`config.mk`:
```
export PLATFORM = sky130hd
export DESIGN_NAME = clem_ctrl
export DESIGN_NICKNAME = d
export VERILOG_FILES = /design/src/rtl/clem_pkg.sv /design/src/rtl/clem_ctrl.sv
export SDC_FILE = /design/constraint.sdc
export NUM_CORES = 1
export LEC_CHECK = 0
export BUFFER_PORTS_ARGS = -buffer_cell sky130_fd_sc_hd__buf_4
export CORE_AREA = 2 2 39 41
export CTS_BUF_LIST = sky130_fd_sc_hd__clkbuf_16
export DETAILED_ROUTE_END_ITERATION = 6
export DIE_AREA = 0 0 41 43
export GPL_TIMING_DRIVEN = 0
export PLACE_DENSITY = 0.45
export REMOVE_ABC_BUFFERS = 1
export SETUP_SLACK_MARGIN = 0.15
export SLEW_MARGIN = 20
export SYNTH_ARGS = -nofsm -noshare
export SYNTH_HDL_FRONTEND = slang
export SYNTH_SLANG_ARGS = --single-unit
export TNS_END_PERCENT = 30
```
`constraint.sdc`:
```
create_clock -name clk -period 1.6 [get_ports clk]
set_input_delay 0.32 -clock clk [delete_from_list [all_inputs] [get_ports clk]]
set_output_delay 0.32 -clock clk [all_outputs]
set_load 0.005 [all_outputs]
```
`src/rtl/clem_pkg.sv`:
```
// ----------------------------------------------------------------------------
// clem_pkg
// Shared types and constants of the complete-linkage edge merger.
// ----------------------------------------------------------------------------
`default_nettype none

package clem_pkg;

	// Default number of leaf points.
	localparam int MAX_POINTS_DEF = 64;

	// Width of one pair count and its saturation value.
	localparam int COUNT_W = 11;
	localparam logic [COUNT_W-1:0] COUNT_MAX = '1;

	// Width of a Q16.16 distance.
	localparam int DIST_W = 32;

	// Configuration port geometry.
	localparam int APB_AW = 3;
	localparam int APB_DW = 32;

	// Register index as seen on paddr bit 2.
	localparam logic REG_THRESHOLD  = 1'b0;
	localparam logic REG_NUM_POINTS = 1'b1;

	// Result flag positions in m_tuser.
	localparam int FLAG_MERGED   = 0;
	localparam int FLAG_FINISHED = 1;

	typedef enum logic [2:0] {
		ST_CLEAR,
		ST_IDLE,
		ST_OWN,
		ST_CNT,
		ST_SWEEP,
		ST_DRAIN,
		ST_FIN,
		ST_MOUT
	} state_t;

	// Commands from the controller to the datapath.
	typedef struct packed {
		logic load_in;
		logic eval_own;
		logic upd_cnt;
		logic sweep_rd;
		logic commit;
		logic emit_fin;
		logic emit_merge;
		logic clear_wr;
	} cmd_t;

	// Status from the datapath to the controller.
	typedef struct packed {
		logic restart;
		logic ignore;
		logic stop_hit;
		logic pair_full;
		logic sweep_last;
		logic clear_last;
		logic out_busy;
	} status_t;

endpackage

`default_nettype wire

```
`src/rtl/clem_ctrl.sv`:
```
// ----------------------------------------------------------------------------
// clem_ctrl
// Sequencer of the edge merger: steps each word through owner lookup,
// count update, merge sweep and result hand-off, and runs the clearing pass.
// ----------------------------------------------------------------------------
`default_nettype none

module clem_ctrl (
	input  wire                     clk,
	input  wire                     arst_n,
	input  wire                     in_valid,
	output logic                    in_ready,
	input  wire clem_pkg::status_t  status,
	output clem_pkg::cmd_t          cmd
);

	clem_pkg::state_t state_q;
	clem_pkg::state_t state_nxt;

	// State register.
	always_ff @(posedge clk or negedge arst_n) begin
		if (!arst_n) begin
			state_q <= clem_pkg::ST_CLEAR;
		end else begin
			state_q <= state_nxt;
		end
	end

	// Next state and commands.
	always_comb begin
		state_nxt = state_q;
		cmd       = '0;
		in_ready  = 1'b0;
		case (state_q)
			clem_pkg::ST_CLEAR: begin
				cmd.clear_wr = 1'b1;
				if (status.clear_last) begin
					state_nxt = clem_pkg::ST_IDLE;
				end
			end
			clem_pkg::ST_IDLE: begin
				in_ready = 1'b1;
				if (in_valid) begin
					cmd.load_in = 1'b1;
					if (!status.ignore) begin
						state_nxt = clem_pkg::ST_OWN;
					end
				end
			end
			clem_pkg::ST_OWN: begin
				cmd.eval_own = 1'b1;
				state_nxt = status.stop_hit ? clem_pkg::ST_FIN : clem_pkg::ST_CNT;
			end
			clem_pkg::ST_CNT: begin
				cmd.upd_cnt = 1'b1;
				state_nxt = status.pair_full ? clem_pkg::ST_SWEEP : clem_pkg::ST_IDLE;
			end
			clem_pkg::ST_SWEEP: begin
				cmd.sweep_rd = 1'b1;
				if (status.sweep_last) begin
					state_nxt = clem_pkg::ST_DRAIN;
				end
			end
			clem_pkg::ST_DRAIN: begin
				cmd.commit = 1'b1;
				state_nxt = clem_pkg::ST_MOUT;
			end
			clem_pkg::ST_FIN: begin
				if (!status.out_busy) begin
					cmd.emit_fin = 1'b1;
					state_nxt = clem_pkg::ST_IDLE;
				end
			end
			clem_pkg::ST_MOUT: begin
				if (!status.out_busy) begin
					cmd.emit_merge = 1'b1;
					state_nxt = clem_pkg::ST_IDLE;
				end
			end
			default: begin
				state_nxt = clem_pkg::ST_CLEAR;
			end
		endcase
		// A new point count restarts everything with a clearing pass.
		if (status.restart) begin
			state_nxt = clem_pkg::ST_CLEAR;
		end
	end

endmodule

`default_nettype wire

```
==> out/qor.yml <==
yosys:
  synth_warnings: 0
  yosysTopAreaCellShare_pct: 25.4
  avgSynthCellArea_sq_um: 8.68
  synth_area_sq_um: 295
  synthTopCellsByArea: "dfrtp_1 (25%), nor3b_1 (10%), nand4b_1 (5.9%), buf_4 (5.1%), mux2_4 (5.1%)"
  seq_area_frac_synth_pct: 25.4
  synth_seq_cells: 3
  post-synth-top-area-cell: "dfrtp_1"
  synth_cells: 34
  synth_cell_types: 23
cts:
  clock_path_buffers: 2
  clock_sinks: 3
  cts-buffers-inserted: 3
  path_clk_slew_ns: 0.03
  cts_root_buf: "clkbuf_16"
  cts_tree: "done"
  htreeDepth: 1
  clk_latency_ns: 0.22
setup_path:
  crit_path_start: "state_q[1]$_DFFE_PN0P_"
  crit_chain: "buf_6 > nor3b_2 > and2_1 > buf_4"
  start_kind: "register"
  cpPeakStageDelay_ns: 0.42
  cp.required_ns: 1.28
  endpoint_kind: "primary output"
  reg2reg_from: "state_q[1]$_DFFE_PN0P_"
  slowest_stage: "dfrtp_2"
  crit_type: "reg2out"
  critPathMaxFanout: 5
  cp.arrival_ns: 1.22
  rrSetupSlack_ns: 0.21
  critical_path_buf_inv_count: 2
  cp_top_family: "flip-flops"
sta:
  slew_headroom_pct: 82.7
  finalSetupViolCount: 0
  max_freq_ghz: 0.648
  rsz0062_at_grt: "true"
  fin_setup_tns_ns: 0
  hold_ws_ns: 0.286
  post-route-period-util_pct: 96.5
  drv_slew: 0
  final-hold-violation-count: 0
  clock_skew_ns: 0.00256
  post-route-min-period_ns: 1.54
  worstMarginPinSlew_ns: 0.257
pwr:
  irDropWorstVdd_mv: 0.508
  power.density_nw_per_um2: 1650
  p_leak_uw: 0.000258
layout:
  nNetsFinal: 68
  num-fill-cells: 147
  syn_to_final_growth_pct: 88.6
  regMostFlops: "state_q"
  final_common_cell: "buf_4"
  layout-drive-gt1-share_pct: 56.1
  largestRegisters: "state_q: 3 flops"
  layout.cells.non_filler: 73
  diodes: 0
  layout_common_cells: "buf_4 (20), nor3b_1 (4), clkbuf_16 (3), dfrtp_2 (3)"
  largest_reg_flops: 3
  final_area_sq_um: 557
floorplan:
  die_h_microns: 43
  die_area_sq_um: 1760
  start_util_pct: 21.3
  rows: 14
  fp.dieW_microns: 41
  pin_count: 19
  core_region_area_sq_um: 1380
route:
  vias_per_cell: 4.63
  drtPass1Iterations: 2
  vias: 338
  antenna_left: 0
  wl_microns: 885
  drtIter0Drc: 7
  drc: 0
  avgRoutedWirePerCell_microns: 12.1
outcome:
  outcome: "finished clean"
placed_design:
  place_area_sq_um: 430
  io_buffer_count: 18
  hpwl_microns: 589
  place_congestion: 0.681
  numPlacedInstances: 65
global_route:
  grt_pass1_vias: 353
  grt_max_degree: 16
  grt.total_usage_pct: 12.6
  grt_pass1_wl_mm: 1.45
  antenna_found_initial: 0
  grt_remaining_overflow: 0
min_path:
  hold_class: "in2reg"
  hp-start: "status[6]"
run:
  maxCapViolCount: 0
[cell families (layout without fill, tap and decap cells)]
family                 after synthesis  count (layout)  share of synthesized area [%]
AND/OR/NAND/NOR                     22              22                           52.1
AO/OA/AOI/OAI                        4               4                           9.32
buffers and inverters                4              27                           8.05
flip-flops                           3               3                           25.4
multiplexers                         1               1                           5.08
[final cells by class]
cell class / instances / area, sq um / area share [%]
Multi-Input combinational cell: 27 / 204 / 36.6
Tap cell: 16 / 20.0 / 3.60
Sequential cell: 3 / 78.8 / 14.2
Clock inverter: 1 / 3.75 / 0.674
Clock buffer: 3 / 75.1 / 13.5
Timing Repair Buffer: 22 / 171 / 30.8
Inverter: 1 / 3.75 / 0.674
[per-layer routing]
| layer | GRT usage (%) | wire (microns) |
|---|---|---|
| met5 | 0 | 0 |
| met4 | 11.3 | 0 |
| met3 | 3.66 | 48 |
| met2 | 17.2 | 426 |
| met1 | 15.0 | 410 |
[synthesized netlist by cell type]
library cell,number
and3_1,2
and2_2,1
or4b_1,1
nor3b_1,4
nand4b_1,2
o311ai_1,1
or3_1,1
nor3b_2,1
nor3_1,2
nand3b_1,2
nor2_1,1
mux2_4,1
a21oi_1,1
o21ai_0,1
nor2b_1,2
buf_4,2
buf_2,1
nor4_1,1
and2_1,1
a2bb2oi_1,1
nand2_1,1
inv_2,1
dfrtp_1,3
[final timing paths]
path,cells past startpoint,end
setup reg to reg,4,state_q[0]$_DFFE_PN0P_
setup / recovery,4,cmd[7]
hold / removal,2,state_q[2]$_DFFE_PN0P_
hold reg to reg,1,state_q[0]$_DFFE_PN0P_
max in group asynchronous,2,state_q[1]$_DFFE_PN0P_
min in group asynchronous,2,state_q[0]$_DFFE_PN0P_
[through the flow]
stage	setup slack [ns]	power, uW	utilization, %
6_report	0.0566	920	40.2
5_1_grt	0.00636	993	40.2
4_1_cts	0.0616	916	39.4
3_5_place_dp	0.113	464	31.1
3_3_place_gp	0.105	467	31.1
2_1_floorplan	0.296	317	-
[power breakdown]
| part | internal, uW | leakage (uW) | switching (uW) |
|---|---|---|---|
| Combinational | 224 | 0.000181 | 135 |
| Clock | 322 | 0.0000423 | 66.4 |
| Sequential | 107 | 0.0000355 | 66.7 |
| Total | 652 | 0.000258 | 268 |
[worst reg2reg max path: stages, from the launching register on]
cell and delay (ns):
dfrtp_2 0.42, buf_6 0.14, or4b_1 0.50, nand4b_1 0.11
o311ai_1 0.09
[what timing repair did]
item                                   4_1_cts  5_1_grt
hold buffers                                 1        0
buffers inserted                             3        0
gates resized for setup                      3        3
pin swaps                                    0        2
endpoints found under the hold margin        3        0
setup endpoints to repair                    9        9
Note: power is estimated with default switching activity, not from simulation.
